**config.mk**
```make
export PLATFORM = sky130hd
export DESIGN_NAME = nfc_information_frame_encoder_unit_flat
export DESIGN_NICKNAME = d
export VERILOG_FILES = /design/src/sv/nfie_pkg.sv /design/src/sv/nfie_req_if.sv /design/src/sv/nfie_rsp_if.sv /design/src/sv/nfie_front.sv /design/src/sv/nfie_queue.sv /design/src/sv/nfie_back.sv /design/src/sv/nfc_information_frame_encoder_unit.sv /design/src/flat_wrapper.sv
export SDC_FILE = /design/constraint.sdc
export NUM_CORES = 1
export LEC_CHECK = 0
export ABC_AREA = 1
export BUFFER_PORTS_ARGS = -buffer_cell sky130_fd_sc_hd__buf_2
export CORE_UTILIZATION = 55
export CTS_CLUSTER_SIZE = 20
export DETAILED_ROUTE_END_ITERATION = 10
export PLACE_DENSITY = 0.83
export SETUP_SLACK_MARGIN = 0.5
export SLEW_MARGIN = 20
export SYNTH_ARGS = -nofsm -noshare
export SYNTH_HDL_FRONTEND = slang
export SYNTH_SLANG_ARGS = --single-unit
export TNS_END_PERCENT = 100
```
**constraint.sdc**
```tcl
create_clock -name clock -period 3 [get_ports clock]
set_clock_uncertainty 0.2 [all_clocks]
set_input_delay 0.15 -clock clock [delete_from_list [all_inputs] [get_ports clock]]
set_output_delay 0.15 -clock clock [all_outputs]
set_load 0.01 [all_outputs]
```
**src/sv/nfie_pkg.sv**
```systemverilog
`default_nettype none
package nfie_pkg;

   localparam int ByteWidth = 8;
   localparam int ErrWidth = 2;
   localparam int PosWidth = 3;
   localparam int QueueDepth = 4;
   localparam int QueuePtrWidth = $clog2(QueueDepth);
   localparam int QueueCntWidth = $clog2(QueueDepth + 1);

   localparam logic [ByteWidth-1:0] MaxPayload = 8'd247;
   localparam logic [ByteWidth-1:0] IdentReset = 8'hD4;
   localparam logic [ByteWidth-1:0] ByteZero = 8'h00;
   localparam logic [ByteWidth-1:0] ByteOnes = 8'hFF;

   localparam logic OpStart = 1'b0;
   localparam logic OpData = 1'b1;

   localparam logic [ErrWidth-1:0] ErrNone = 2'd0;
   localparam logic [ErrWidth-1:0] ErrTooLong = 2'd1;
   localparam logic [ErrWidth-1:0] ErrNoFrame = 2'd2;

   // byte positions of a frame on the wire
   localparam logic [PosWidth-1:0] PosPreamble = 3'd0;
   localparam logic [PosWidth-1:0] PosStart0 = 3'd1;
   localparam logic [PosWidth-1:0] PosStart1 = 3'd2;
   localparam logic [PosWidth-1:0] PosLen = 3'd3;
   localparam logic [PosWidth-1:0] PosLcs = 3'd4;
   localparam logic [PosWidth-1:0] PosMid = 3'd5;
   localparam logic [PosWidth-1:0] PosDcs = 3'd6;
   localparam logic [PosWidth-1:0] PosPost = 3'd7;

   // one queued command: a run of frame positions to serialize
   typedef struct packed {
      logic [PosWidth-1:0] start_pos;
      logic [PosWidth-1:0] stop_pos;
      logic [ByteWidth-1:0] len_field;
      logic [ByteWidth-1:0] mid_byte;
      logic [ByteWidth-1:0] dcs;
      logic [ErrWidth-1:0] error_code;
   } cmd_type;

   typedef struct packed {
      logic full;
      logic empty;
   } q_status_type;

endpackage
`default_nettype wire

```
**src/sv/nfie_req_if.sv**
```systemverilog
`default_nettype none
interface nfie_req_if;
   logic valid;
   logic ready;
   logic opcode;
   logic [nfie_pkg::ByteWidth-1:0] payload_length;
   logic [nfie_pkg::ByteWidth-1:0] data_byte;

   modport source (output valid, output opcode, output payload_length, output data_byte,
                   input ready);
   modport sink (input valid, input opcode, input payload_length, input data_byte,
                 output ready);
endinterface
`default_nettype wire

```
**src/sv/nfie_rsp_if.sv**
```systemverilog
`default_nettype none
interface nfie_rsp_if;
   logic valid;
   logic ready;
   logic [nfie_pkg::ByteWidth-1:0] frame_byte;
   logic last_of_run;
   logic frame_done;
   logic [nfie_pkg::ErrWidth-1:0] error_code;

   modport source (output valid, output frame_byte, output last_of_run,
                   output frame_done, output error_code, input ready);
   modport sink (input valid, input frame_byte, input last_of_run,
                 input frame_done, input error_code, output ready);
endinterface
`default_nettype wire

```
**src/sv/nfie_front.sv**
```systemverilog
`default_nettype none
module nfie_front (
   input  wire logic                            clock,
   input  wire logic                            reset,
   input  wire logic                            csr_wr_en,
   input  wire logic [nfie_pkg::ByteWidth-1:0]  csr_wr_data,
   nfie_req_if.sink                             req_bus,
   input  wire nfie_pkg::q_status_type          q_status,
   output logic                                 push,
   output nfie_pkg::cmd_type                    cmd
);
   import nfie_pkg::*;

   logic [ByteWidth-1:0] ident_ff;
   logic frame_open_ff, frame_open_in;
   logic [ByteWidth-1:0] remaining_ff, remaining_in;
   logic [ByteWidth-1:0] sum_ff, sum_in;
   logic [ByteWidth-1:0] len_field;
   logic [ByteWidth-1:0] sum_next;
   logic [ByteWidth-1:0] remaining_next;

   assign req_bus.ready = !q_status.full;
   assign push = req_bus.valid && !q_status.full;

   assign len_field = req_bus.payload_length + 8'd1;
   assign sum_next = sum_ff + req_bus.data_byte;
   assign remaining_next = remaining_ff - 8'd1;

   always_comb begin
      frame_open_in = frame_open_ff;
      remaining_in = remaining_ff;
      sum_in = sum_ff;
      cmd.start_pos = PosMid;
      cmd.stop_pos = PosMid;
      cmd.len_field = len_field;
      cmd.mid_byte = ByteZero;
      cmd.dcs = ByteZero;
      cmd.error_code = ErrNone;
      if (req_bus.opcode == OpStart) begin
         frame_open_in = 1'b0;
         remaining_in = ByteZero;
         if (req_bus.payload_length > MaxPayload) begin
            cmd.error_code = ErrTooLong;
         end else begin
            sum_in = ident_ff;
            cmd.start_pos = PosPreamble;
            cmd.mid_byte = ident_ff;
            cmd.dcs = ByteZero - ident_ff;
            if (req_bus.payload_length == ByteZero) begin
               cmd.stop_pos = PosPost;
            end else begin
               frame_open_in = 1'b1;
               remaining_in = req_bus.payload_length;
            end
         end
      end else if (!frame_open_ff) begin
         cmd.error_code = ErrNoFrame;
      end else begin
         sum_in = sum_next;
         remaining_in = remaining_next;
         cmd.mid_byte = req_bus.data_byte;
         cmd.dcs = ByteZero - sum_next;
         if (remaining_next == ByteZero) begin
            cmd.stop_pos = PosPost;
            frame_open_in = 1'b0;
         end
      end
   end

   always_ff @(posedge clock) begin
      if (reset) begin
         ident_ff <= IdentReset;
         frame_open_ff <= 1'b0;
         remaining_ff <= ByteZero;
         sum_ff <= ByteZero;
      end else begin
         if (csr_wr_en) begin
            ident_ff <= csr_wr_data;
         end
         if (push) begin
            frame_open_ff <= frame_open_in;
            remaining_ff <= remaining_in;
            sum_ff <= sum_in;
         end
      end
   end

endmodule
`default_nettype wire

```
**src/sv/nfie_queue.sv**
```systemverilog
`default_nettype none
module nfie_queue (
   input  wire logic                    clock,
   input  wire logic                    reset,
   input  wire logic                    push,
   input  wire nfie_pkg::cmd_type       push_cmd,
   input  wire logic                    pop,
   output nfie_pkg::cmd_type            head_cmd,
   output nfie_pkg::q_status_type       q_status
);
   import nfie_pkg::*;

   cmd_type store_ff [QueueDepth];
   logic [QueuePtrWidth-1:0] wr_ptr_ff;
   logic [QueuePtrWidth-1:0] rd_ptr_ff;
   logic [QueueCntWidth-1:0] count_ff;
   logic do_push;
   logic do_pop;

   assign q_status.full = (count_ff == QueueCntWidth'(QueueDepth));
   assign q_status.empty = (count_ff == '0);
   assign do_push = push && !q_status.full;
   assign do_pop = pop && !q_status.empty;
   assign head_cmd = store_ff[rd_ptr_ff];

   always_ff @(posedge clock) begin
      if (do_push) begin
         store_ff[wr_ptr_ff] <= push_cmd;
      end
   end

   always_ff @(posedge clock) begin
      if (reset) begin
         wr_ptr_ff <= '0;
         rd_ptr_ff <= '0;
         count_ff <= '0;
      end else begin
         if (do_push) begin
            wr_ptr_ff <= wr_ptr_ff + 1'b1;
         end
         if (do_pop) begin
            rd_ptr_ff <= rd_ptr_ff + 1'b1;
         end
         if (do_push && !do_pop) begin
            count_ff <= count_ff + 1'b1;
         end else if (do_pop && !do_push) begin
            count_ff <= count_ff - 1'b1;
         end
      end
   end

endmodule
`default_nettype wire

```
**src/sv/nfie_back.sv**
```systemverilog
`default_nettype none
module nfie_back (
   input  wire logic                    clock,
   input  wire logic                    reset,
   input  wire nfie_pkg::cmd_type       head_cmd,
   input  wire nfie_pkg::q_status_type  q_status,
   output logic                         pop,
   nfie_rsp_if.source                   rsp_bus
);
   import nfie_pkg::*;

   logic busy_ff, busy_in;
   logic [PosWidth-1:0] pos_ff, pos_in;
   logic [PosWidth-1:0] pos;
   logic emit;
   logic at_stop;
   logic [ByteWidth-1:0] byte_sel;
   logic rsp_valid_ff;
   logic [ByteWidth-1:0] frame_byte_ff;
   logic last_ff;
   logic done_ff;
   logic [ErrWidth-1:0] err_ff;

   // first byte of a command comes straight from the queue head
   assign pos = busy_ff ? pos_ff : head_cmd.start_pos;
   assign at_stop = (pos == head_cmd.stop_pos);
   assign emit = !q_status.empty && (!rsp_valid_ff || rsp_bus.ready);
   assign pop = emit && at_stop;

   always_comb begin
      case (pos)
         PosPreamble: byte_sel = ByteZero;
         PosStart0:   byte_sel = ByteZero;
         PosStart1:   byte_sel = ByteOnes;
         PosLen:      byte_sel = head_cmd.len_field;
         PosLcs:      byte_sel = ByteZero - head_cmd.len_field;
         PosMid:      byte_sel = head_cmd.mid_byte;
         PosDcs:      byte_sel = head_cmd.dcs;
         PosPost:     byte_sel = ByteZero;
         default:     byte_sel = ByteZero;
      endcase
   end

   always_comb begin
      busy_in = busy_ff;
      pos_in = pos_ff;
      if (emit) begin
         busy_in = !at_stop;
         pos_in = pos + 1'b1;
      end
   end

   always_ff @(posedge clock) begin
      if (reset) begin
         busy_ff <= 1'b0;
         pos_ff <= PosPreamble;
         rsp_valid_ff <= 1'b0;
      end else begin
         busy_ff <= busy_in;
         pos_ff <= pos_in;
         if (emit) begin
            rsp_valid_ff <= 1'b1;
         end else if (rsp_bus.ready) begin
            rsp_valid_ff <= 1'b0;
         end
      end
   end

   always_ff @(posedge clock) begin
      if (emit) begin
         frame_byte_ff <= byte_sel;
         last_ff <= at_stop;
         done_ff <= (pos == PosPost);
         err_ff <= head_cmd.error_code;
      end
   end

   assign rsp_bus.valid = rsp_valid_ff;
   assign rsp_bus.frame_byte = frame_byte_ff;
   assign rsp_bus.last_of_run = last_ff;
   assign rsp_bus.frame_done = done_ff;
   assign rsp_bus.error_code = err_ff;

endmodule
`default_nettype wire

```
**src/sv/nfc_information_frame_encoder_unit.sv**
```systemverilog
// each item is registered in the command queue, then its results in the output register
// throughput: one result per cycle while a command is queued and each result is taken;
// a start item sends preamble up to identifier (up to postamble for an empty frame), a data
// item its byte (then data checksum and postamble if last), an error one byte; a 4-entry command
// queue sits between classifier and serializer, input is stalled only while that queue is full
// reset: synchronous, clears frame state and queue, identifier back to 0xD4
`default_nettype none
module nfc_information_frame_encoder_unit (
   input  wire logic                            clock,
   input  wire logic                            reset,
   input  wire logic                            csr_wr_en,
   input  wire logic [nfie_pkg::ByteWidth-1:0]  csr_wr_data,
   nfie_req_if.sink                             req_bus,
   nfie_rsp_if.source                           rsp_bus
);
   import nfie_pkg::*;

   cmd_type push_cmd;
   cmd_type head_cmd;
   q_status_type q_status;
   logic push;
   logic pop;

   nfie_front u_front (
      .clock       (clock),
      .reset       (reset),
      .csr_wr_en   (csr_wr_en),
      .csr_wr_data (csr_wr_data),
      .req_bus     (req_bus),
      .q_status    (q_status),
      .push        (push),
      .cmd         (push_cmd)
   );

   nfie_queue u_queue (
      .clock    (clock),
      .reset    (reset),
      .push     (push),
      .push_cmd (push_cmd),
      .pop      (pop),
      .head_cmd (head_cmd),
      .q_status (q_status)
   );

   nfie_back u_back (
      .clock    (clock),
      .reset    (reset),
      .head_cmd (head_cmd),
      .q_status (q_status),
      .pop      (pop),
      .rsp_bus  (rsp_bus)
   );

endmodule
`default_nettype wire
```
**src/flat_wrapper.sv**
```systemverilog
// flat-port wrapper written by rule: the top's interface ports become plain ports
module nfc_information_frame_encoder_unit_flat import nfie_pkg::*;
  (clock, reset, csr_wr_en, csr_wr_data, req_bus_valid, req_bus_opcode, req_bus_payload_length, req_bus_data_byte, req_bus_ready, rsp_bus_valid, rsp_bus_frame_byte, rsp_bus_last_of_run, rsp_bus_frame_done, rsp_bus_error_code, rsp_bus_ready);
  nfie_req_if req_bus_i ();
  nfie_rsp_if rsp_bus_i ();
  input  wire logic clock;
  input  wire logic reset;
  input  wire logic csr_wr_en;
  input  wire logic [nfie_pkg::ByteWidth-1:0] csr_wr_data;
  input wire logic [$bits(req_bus_i.valid)-1:0] req_bus_valid;
  input wire logic [$bits(req_bus_i.opcode)-1:0] req_bus_opcode;
  input wire logic [$bits(req_bus_i.payload_length)-1:0] req_bus_payload_length;
  input wire logic [$bits(req_bus_i.data_byte)-1:0] req_bus_data_byte;
  output wire logic [$bits(req_bus_i.ready)-1:0] req_bus_ready;
  output wire logic [$bits(rsp_bus_i.valid)-1:0] rsp_bus_valid;
  output wire logic [$bits(rsp_bus_i.frame_byte)-1:0] rsp_bus_frame_byte;
  output wire logic [$bits(rsp_bus_i.last_of_run)-1:0] rsp_bus_last_of_run;
  output wire logic [$bits(rsp_bus_i.frame_done)-1:0] rsp_bus_frame_done;
  output wire logic [$bits(rsp_bus_i.error_code)-1:0] rsp_bus_error_code;
  input wire logic [$bits(rsp_bus_i.ready)-1:0] rsp_bus_ready;
  assign req_bus_i.valid = req_bus_valid;
  assign req_bus_i.opcode = req_bus_opcode;
  assign req_bus_i.payload_length = req_bus_payload_length;
  assign req_bus_i.data_byte = req_bus_data_byte;
  assign req_bus_ready = req_bus_i.ready;
  assign rsp_bus_valid = rsp_bus_i.valid;
  assign rsp_bus_frame_byte = rsp_bus_i.frame_byte;
  assign rsp_bus_last_of_run = rsp_bus_i.last_of_run;
  assign rsp_bus_frame_done = rsp_bus_i.frame_done;
  assign rsp_bus_error_code = rsp_bus_i.error_code;
  assign rsp_bus_i.ready = rsp_bus_ready;
  nfc_information_frame_encoder_unit u_core (.clock(clock), .reset(reset), .csr_wr_en(csr_wr_en), .csr_wr_data(csr_wr_data), .req_bus(req_bus_i), .rsp_bus(rsp_bus_i));
endmodule
```
==> results of run 1 <==
==> state kept, by name, indices dropped and copies added, names as in the netlist, named ones only <==
signal / cells
u_core.u_front.ident_ff: 8
u_core.u_queue.store_ff: 112
u_core.u_back.rsp_bus.valid: 1
u_core.u_front.sum_ff: 8
u_core.u_back.pos_ff: 3
u_core.u_back.rsp_bus.frame_done: 1
u_core.u_back.rsp_bus.error_code: 2
u_core.u_back.busy_ff: 1
u_core.u_queue.count_ff: 3
u_core.u_back.rsp_bus.frame_byte: 8
u_core.u_back.rsp_bus.last_of_run: 1
u_core.u_front.frame_open_ff: 1
u_core.u_queue.wr_ptr_ff: 2
u_core.u_front.remaining_ff: 8
u_core.u_queue.rd_ptr_ff: 2
==> repair_timing <==
| item | CTS | global route |
|---|---|---|
| hold endpoints to repair | 52 | 0 |
| endpoints found under the setup margin | 14 | 29 |
| pin swaps | 0 | 2 |
| hold buffers | 36 | 0 |
| gates cloned | 1 | 1 |
| setup buffers | 0 | 2 |
| resized for setup | 7 | 24 |
==> metrics by stage <==
| step | util [%] | instances | hold slack, ps | instance area, µm² |
|---|---|---|---|---|
| after floorplan | - | 849 | 19.07 | 7959 |
| after global placement | 59.56 | 1057 | 159.9 | 8332 |
| after detailed placement | 59.56 | 1057 | 172.0 | 8332 |
| after CTS | 66.83 | 1126 | 6.827 | 9349 |
| after global routing | 67.85 | 1129 | 41.40 | 9492 |
| final | 67.85 | 1129 | 22.51 | 9492 |
==> area by class of cell <==
class | count | share of cell area, %
clock buffer | 18 | 4.521
clock inverter | 14 | 2.215
inverter | 85 | 3.506
multi-input combinational | 572 | 32.05
sequential | 163 | 47.53
tap | 180 | 2.373
timing repair buffer | 96 | 7.764
timing repair inverter | 1 | 0.03955
==> worst min-delay path, cell delays in order <==
cell and delay [ps]:
buf_2 120, nand2_1 70, xor2_1 120
==> where the power goes <==
part / leakage (nW) / internal [W] / switching [W] / total, W
Combinational: 2.11 / 0.000713 / 0.00145 / 0.00216
Sequential: 1.48 / 0.00289 / 0.000145 / 0.00304
Clock: 0.299 / 0.00147 / 0.000892 / 0.00236
Total: 3.89 / 0.00508 / 0.00248 / 0.00756
==> cell usage in the layout (no fill, tap or decap), types with 18 or more instances in the layout <==
master         instances
edfxtp_1             124
buf_2                 43
nand3_1               62
clkbuf_16             18
dlygate4sd3_1         36
dfxtp_1               37
nor2_1                90
inv_1                 76
o21ai_0               73
a21oi_1               36
ha_1                  23
nand2_1              174
==> worst max-delay path by stage <==
stage | end | cells after the start | slack [ps]
3_3_place_gp | u_core.u_queue.count_ff[2] | 14 | 400
4_1_cts | u_core.u_queue.count_ff[2] | 15 | 440
2_1_floorplan | u_core.u_queue.store_ff[0][0] | 5 | 330
5_1_grt | u_core.u_queue.count_ff[2] | 15 | 420
3_5_place_dp | u_core.u_queue.count_ff[2] | 14 | 330
6_report | u_core.u_queue.count_ff[2] | 15 | 530
==> routing by layer <==
metal | routed length [µm] | share of wire (%) | vias to the layer above
met1 | 7820 | 40 | 3022
met5 | 0 | 0 | -
li1 | - | - | 3060
met4 | 466 | 2.4 | 0
met3 | 1348 | 7.0 | 58
met2 | 9750 | 50 | 322
==> logic make-up (layout without fill, tap and decap cells) <==
kind of cell | after synthesis | after routing | share of synthesized area, %
buffers and inverters | 114 | 214 | 6.446
and+or+nand+nor | 368 | 368 | 19.89
xor gates and xnor gates | 17 | 17 | 1.871
DFF | 163 | 163 | 56.59
adders and majority gates | 27 | 27 | 4.433
AOI/OAI and AO/OA | 160 | 160 | 10.77
==> reports/metrics.cfg, run 1 <==
[synth]
yosys-top-cells-area = edfxtp_1 (47%), dfxtp_1 (9.8%), nand2_1 (8.3%), o21ai_0 (4.7%), nor2_1 (4.6%)
ys_seq_elements = 163
yosysMostFrequentCell = nand2_1
syn_avg_cell_area_um2 = 9.374
netlist-cell-type-count = 39
syn_inst = 849
synth_edf_count = 124
yosys-top-cells-count = nand2_1 (175), edfxtp_1 (124), nor2_1 (98)
synth_area_leader_cell = edfxtp_1
async_flop_share_pct = 0
synth_ff_type = edfxtp_1
yosysSeqAreaShare_pct = 56.59
yosys_warnings = 0
synth_top_area_share_pct = 46.79
synth_area_mm2 = 0.007959
synth_nets = 906

[sta]
tightest_slew_ps = 653.1
timing.final.crit_period_ps = 2465
finalCritPeriodShare_pct = 82.17
max_freq_mhz = 405.7
worst_slack_ps = 534.9
setup_viol = 0
slew_viol_final = 0
relSlewSlack_pct = 56.00
hold_viol = 0
rsz0062_at_grt = yes
setup_tns_ps = 0

[critical_path]
startpoint_type = register
crit_path_top_delay_cell = fa_1
critPathMaxFanout = 13
path_class = register to register
crit_path_end_kind = register
cp_cell_sequence = inv_8 -> nand2_1 -> nand3_1 -> nand2_2 -> nand2_4 -> nand2_8 -> nand4_2 -> ha_1 -> inv_1 -> fa_1 -> nor2_1 -> nor2_1 -> nand2_1 -> o21ai_0 -> a21oi_1
r2r_cells = 15
cpLargestDelayFamily = simple AND/OR/NAND/NOR gates
cp_num_buf_inv = 2
critical_path_arrival_ps = 2620
reg2reg_to = u_core.u_queue.count_ff[2]
reg2reg_setup_slack_ps = 530
worstPathRequired_ps = 3160
critical_path.max_stage_delay_ps = 400

[cells_and_area]
ff_latch_area_mm2 = 0.004512
drive_gt1_share_pct = 14.65
fin_nets = 993
antenna_cells = 0
areaGrowthSynthToFinish_pct = 19.26
multi_input_area_mm2 = 0.003042
nFillCells = 993

[worst_hold_path]
worstHoldPathType = input port to register
whs_path_depth = 3
holdPathEnd = u_core.u_queue.store_ff[0][23]
hold_start = req_bus_payload_length[4]

[flow_run]
drv_cap = 0

[clocking]
h-tree-depth = 4
cts-root-buf = clkbuf_16
insertion_delay_ps = 440
cts_tree = yes
cts.sinks = 163
clkTransAtPathRegs_ps = 60
cts-buffers-inserted = 17
clock_path_buffers = 2

[route]
drt_pass1_iterations = 5
ant_nets = 0
routed_via_density = 5.724
drc = 0
via_count = 6462
wire_per_inst_um = 17.17
routed_wl_um = 19390
drtIter0Drc = 690

[grt]
grt_pass1_vias = 6090
grt_pass1_wl_um = 30310
grt_use_met2_pct = 45.72
grt_max_degree = 34
grt_use_total_pct = 26.88
grt_use_met1_pct = 34.58
grt_util_met3_pct = 4.972
antenna_found_initial = 0
grt_overflow = 0
top_usage_layer = met2

[floorplan]
row_count = 43
start_util_pct = 56.90
dieWidth_um = 122.3
design.die.area_mm2 = 0.01496
die_h_um = 122.3
ios = 44
coreArea_mm2 = 0.01399

[placement]
routabilityCongestion = 0.9753
dp_slack_ps = 332.3
io_buffers = 43
dp_hpwl_um = 12260

[pwr]
p_leak_nw = 3.891
p_per_area_mw_per_mm2 = 796.5
power_w = 0.007560
irDropWorstVdd_v = 0.0005012

[outcome]
status = complete, no violations

No activity file was read; power rests on OpenSTA's default activity.
==> inputs of run 2 (changes only) <==
- ABC_AREA: 1 -> 0
- PLACE_DENSITY: 0.83 -> 0.86
- clock period: 3 -> 2 ns (I/O delays scaled with it)
==> run 2 against run 1 <==
Compared with the run above:
- the flow now finishes with violations (setup timing)
- count of clock-buffer cells in the layout increased by 4
- final cell count decreased by 17%
- critical path depth decreased by 5
- critical path type unchanged
- non-clock buffer count increased by 90
- sequential share of layout area decreased by 4.8 points
==> reports/metrics.cfg, run 2 <==
[sta]
whs_ps = 30.57
tightest_slew_ps = 840.2
setup_tns_ps = -24760
rsz0062_at_grt = yes
timing.final.crit_period_ps = 2814
setup_viol = 58
relSlewSlack_pct = 43.99
hold_viol = 0
worst_slack_ps = -814.2
max_freq_mhz = 355.3
slew_viol_final = 0
finalCritPeriodShare_pct = 140.7

[route]
drc = 0
dr_wl_met3_um = 1864
via_count = 6054
wire_per_inst_um = 26.14
drtIter0Drc = 844
routed_wl_um = 24440
top_layer = met4
met2_length_um = 12570
drt_pass1_iterations = 7
m1WireLength_um = 8595
routed_via_density = 6.475
ant_nets = 0

[critical_path]
r2r-start = u_core.u_queue.store_ff[2][27]
r2r_cells = 10
path_class = register to register
startpoint_type = register
crit_path_end_kind = register
reg2reg_to = u_core.u_queue.count_ff[2]
worstPathRequired_ps = 2160
reg2reg_setup_slack_ps = -810
critical_path_arrival_ps = 2980
critPathMaxFanout = 2

[flow_run]
drv_cap = 0

[floorplan]
coreArea_mm2 = 0.01330
start_util_pct = 56.79
design.die.area_mm2 = 0.01420
row_count = 42
die_h_um = 119.2
ios = 44
dieWidth_um = 119.2

[synth]
syn_avg_cell_area_um2 = 13.32
yosys_warnings = 0
ys_seq_elements = 163
yosys-top-cells-area = edfxtp_1 (49%), dfxtp_1 (10%), mux4_2 (7.5%), ha_1 (4.1%), nor2_1 (2.2%)
synth_area_leader_cell = edfxtp_1
async_flop_share_pct = 0
synth_ff_type = edfxtp_1
synth_nets = 624
syn_inst = 567
synth_area_mm2 = 0.007550
netlist-cell-type-count = 56
yosys-top-cells-count = edfxtp_1 (124), nor2_1 (45), nand2_1 (40)
yosysSeqAreaShare_pct = 59.66
yosysMostFrequentCell = edfxtp_1
synth_edf_count = 124
synth_top_area_share_pct = 49.32

[cells_and_area]
areaGrowthSynthToFinish_pct = 40.16
top_register = u_core.u_queue.store_ff
drive_gt1_share_pct = 43.87
antenna_cells = 0
fin_nets = 803
layout_commonest_cell = edfxtp_1
mostFrequentLayoutCells = edfxtp_1 (124), buf_4 (84), buf_2 (43)
largest_reg_flops = 112

[worst_hold_path]
whs_path_depth = 2
hold_start = req_bus_valid
worstHoldPathType = input port to register
holdPathEnd = u_core.u_queue.store_ff[1][29]

[pwr]
p_per_area_mw_per_mm2 = 1231
p_leak_nw = 3.934
irDropWorstVdd_v = 0.0009257

[clocking]
insertion_delay_ps = 440
clock_path_buffers = 2
h-tree-depth = 4
clkTransAtPathRegs_ps = 70
cts_tree = yes
cts-buffers-inserted = 17
cts-root-buf = clkbuf_16
cts.sinks = 163

[outcome]
violations = setup timing
status = complete, but fails checks

[grt]
grt_use_total_pct = 33.13
grt_pass1_wl_um = 34380
antenna_found_initial = 0
grt_max_degree = 39
grt_overflow = 0
grt_pass1_vias = 5996

[placement]
dp_hpwl_um = 12540
io_buffers = 43
routabilityCongestion = 1.001

==> run 2: cell types whose count changed in the layout (fill, tap and decap cells not counted), moves of 29 or more <==
cell	delta
nand3_1	-57
o21ai_0	-64
nor2_1	-50
inv_1	-58
nand2_1	-142
buf_4	+70
a21oi_1	-29
==> run 2: where the power goes <==
part	total, W	internal [W]	switching [W]	leakage [nW]
Sequential	0.00463	0.00431	0.000321	1.48
Combinational	0.00518	0.00252	0.00266	2.19
Clock	0.00322	0.00183	0.00138	0.268
Total	0.0130	0.00866	0.00437	3.93
==> run 2: layout make-up <==
type / count / area, µm²
Clock buffer: 22 / 444.2
Clock inverter: 10 / 112.6
Fill cell: 599 / 2714
Inverter: 25 / 98.84
Multi-Input combinational cell: 353 / 3621
Sequential cell: 163 / 4522
Tap cell: 176 / 220.2
Timing Repair Buffer: 186 / 1563
==> run 2: worst max-delay path: stages (launching register included) <==
cell and delay (ps):
edfxtp_1 430, mux4_2 560, xor2_2 180, o22ai_2 100
nand2_2 110, ha_4 160, inv_4 40, fa_2 350
xor2_1 160, or3_1 320, a21oi_2 110
==> run 2: metal layers <==
metal / up-vias / track usage, %
li1: 2523 / -
met1: 2980 / 38.33
met2: 429 / 56.32
met3: 122 / 7.759
met4: 0 / 19.15
met5: - / 0
==> run 2: logic make-up (layout without fill, tap and decap cells) <==
kind of cell             after synthesis  in the layout  synth area share [%]
flip-flops                           163            163                 59.66
AND/OR/NAND/NOR                      147            147                 9.198
AO/OA/AOI/OAI                        104            104                 9.993
buffers and inverters                 51            243                 2.917
multiplexers                          41             41                 9.612
XOR/XNOR                              34             34                 3.944
adder cells (fa/ha/maj)               27             27                 4.674
==> run 2: how the worst max path moves through the flow <==
stage                                 end                      startpoint  slack, ps  cells past startpoint
6_report       u_core.u_queue.count_ff[2]  u_core.u_queue.store_ff[2][27]       -810                     10
5_1_grt        u_core.u_queue.count_ff[2]  u_core.u_queue.store_ff[0][27]       -830                     10
3_3_place_gp   u_core.u_queue.count_ff[2]                        register       -590                     10
3_5_place_dp   u_core.u_queue.count_ff[2]                        register       -800                     10
4_1_cts        u_core.u_queue.count_ff[2]  u_core.u_queue.store_ff[2][27]       -750                     10
2_1_floorplan  u_core.u_queue.count_ff[2]                        register       -640                     11
==> run 2: timing repair <==
| item | CTS | global route |
|---|---|---|
| hold endpoints to repair | 50 | 0 |
| hold buffers | 27 | 0 |
| buffers inserted | 17 | 15 |
| setup endpoints to repair | 206 | 227 |
| resized for setup | 56 | 47 |
| pin swaps | 21 | 27 |
==> run 2: stage by stage <==
stage          setup WS, ps  instances  area (µm²)  util [%]  power, W
2_1_floorplan        -638.7        567        8008         -  0.007107
5_1_grt              -826.4        935       10580     79.59   0.01342
3_3_place_gp         -588.2        844        8957     67.37  0.008220
4_1_cts              -746.8        920       10230     76.95   0.01223
6_report             -814.2        935       10580     79.59   0.01303
3_5_place_dp         -796.1        844        8957     67.37  0.008459
==> inputs of run 3 (changes only) <==
- CORE_ASPECT_RATIO: unset -> 1.25
==> run 3 against run 2 <==
Compared with the run above:
- the flow still finishes with violations (setup timing)
- routed wire length shrank 3.8%
- combinational power grew 5.4%
- global-route usage shrank 1.5 points
- core utilization grew 0.99 points
- first-iteration DRC count shrank 21%
- sequential power is essentially flat
- setup slack gained 8.7 ps
- count of clock-buffer cells in the layout shrank 2
- total power grew 0.37%
- final area grew 1.2%
- register-to-register slack is essentially flat
- final cell count shrank 0.21%
- critical path type unchanged
==> reports/metrics.cfg, run 3 (synthesis gave the netlist of run 2 again) <==
[outcome]
status = complete, but fails checks
violations = setup timing

[grt]
grt_max_degree = 39
antenna_found_initial = 0
grt_pass1_wl_um = 32930
grt_pass1_vias = 6042
grt_use_total_pct = 31.64
grt_overflow = 0

[clocking]
clock_path_buffers = 2
cts.sinks = 163
cts-root-buf = clkbuf_16
insertion_delay_ps = 430
cts-buffers-inserted = 17
cts_tree = yes
h-tree-depth = 4
clkTransAtPathRegs_ps = 70

[sta]
slew_viol_final = 0
relSlewSlack_pct = 42.57
setup_viol = 52
timing.final.crit_period_ps = 2806
hold_viol = 0
rsz0062_at_grt = yes
whs_ps = 34.24
finalCritPeriodShare_pct = 140.3
worst_slack_ps = -805.6
tightest_slew_ps = 861.5
setup_tns_ps = -25190
max_freq_mhz = 356.4

[cells_and_area]
mostFrequentLayoutCells = edfxtp_1 (124), buf_4 (76), buf_2 (43)
drive_gt1_share_pct = 46.19
top_register = u_core.u_queue.store_ff
layout_commonest_cell = edfxtp_1
antenna_cells = 0
stdcell_count = 933
fin_nets = 806
areaGrowthSynthToFinish_pct = 41.85
fin_area_mm2 = 0.01071
largest_reg_flops = 112

[placement]
dp_hpwl_um = 12230
dp_slack_ps = -824.8
place_area_mm2 = 0.008949
place_inst = 837
io_buffers = 43
routabilityCongestion = 0.8976

[critical_path]
reg2reg_to = u_core.u_back.rsp_bus.frame_byte[6]
startpoint_type = register
crit_path_end_kind = register
reg2reg_setup_slack_ps = -810
worstPathRequired_ps = 2090
critPathMaxFanout = 8
cp-endpoint = u_core.u_back.rsp_bus.frame_byte[6]
critical_path_arrival_ps = 2900
path_class = register to register
r2r_cells = 12

[floorplan]
die_h_um = 133.0
row_count = 47
start_util_pct = 56.81
dieWidth_um = 106.8
ios = 44
coreArea_mm2 = 0.01329
design.die.area_mm2 = 0.01420

[pwr]
p_per_area_mw_per_mm2 = 1221
irDropWorstVdd_v = 0.0007724
p_leak_nw = 3.946

[route]
routed_wl_um = 23500
via_count = 6097
drt_pass1_iterations = 5
ant_nets = 0
wire_per_inst_um = 25.19
drtIter0Drc = 668
drc = 0
routed_via_density = 6.535

[worst_hold_path]
worstHoldPathType = input port to register

[flow_run]
drv_cap = 0

## run 3: cell count changes in the layout (fill, tap and decap cells not counted), moves of 4 or more
| cell | previous run | this run |
|---|---|---|
| buf_4 | 84 | 76 |
| xor2_2 | 3 | 7 |
| xor2_1 | 14 | 10 |
| buf_6 | 21 | 35 |
| clkinv_1 | 0 | 4 |
## run 3: worst max-delay path, cell delays in order (launching register included)
cell      delay [ps]
dfxtp_4          360
buf_4            110
mux4_2           490
nand2_2          100
buf_6            100
a21boi_4         220
inv_2             90
ha_4             180
ha_4             160
nor4_4           300
nand2_4          140
nand2_1           90
a311o_1          130
## run 3: per-stage QoR
step	total power, W	util (%)
CTS	0.01226	76.74
detailed placement	0.008512	67.33
global route	0.01352	80.58
global placement	0.008298	67.33
floorplan	0.007107	-
finish	0.01308	80.58
## run 3: routing by layer
layer  track usage (%)  share of wire, %
met1             36.35                35
met2             54.70                50
met3             7.882               8.7
met4             15.53               6.3
met5                 0                 0
## run 3: final cells by class
class,instances,area (µm²)
clock buffers,20,436.7
clock inverters,12,91.34
fillers,619,2581
inverters,25,101.3
multi-input cells,353,3727
flip-flops and latches,163,4523
well taps,171,214.0
repair buffers,189,1615
## run 3: where the power goes
group / internal [W] / switching (W)
Combinational: 0.00270 / 0.00275
Clock: 0.00169 / 0.00133
Sequential: 0.00431 / 0.000296
Total: 0.00870 / 0.00438
## run 3: worst min path at each step
| stage | from | end | depth (start not counted) |
|---|---|---|---|
| after floorplan | csr_wr_data[7] | u_core.u_front.ident_ff[7] | 1 |
| after global placement | csr_wr_data[7] | u_core.u_front.ident_ff[7] | 2 |
| after detailed placement | csr_wr_data[7] | u_core.u_front.ident_ff[7] | 2 |
| after CTS | req_bus_data_byte[6] | u_core.u_queue.store_ff[1][16] | 3 |
| after global routing | req_bus_valid | u_core.u_queue.store_ff[2][20] | 2 |
| final | req_bus_valid | u_core.u_queue.store_ff[2][20] | 2 |
## run 3: what timing repair did
action,in CTS,in global routing
hold buffers,25,0
gates cloned,0,0
pin swaps,35,45
endpoints found under the hold margin,60,0
buffers inserted,17,22
resized for setup,74,69
setup endpoints to repair,207,236
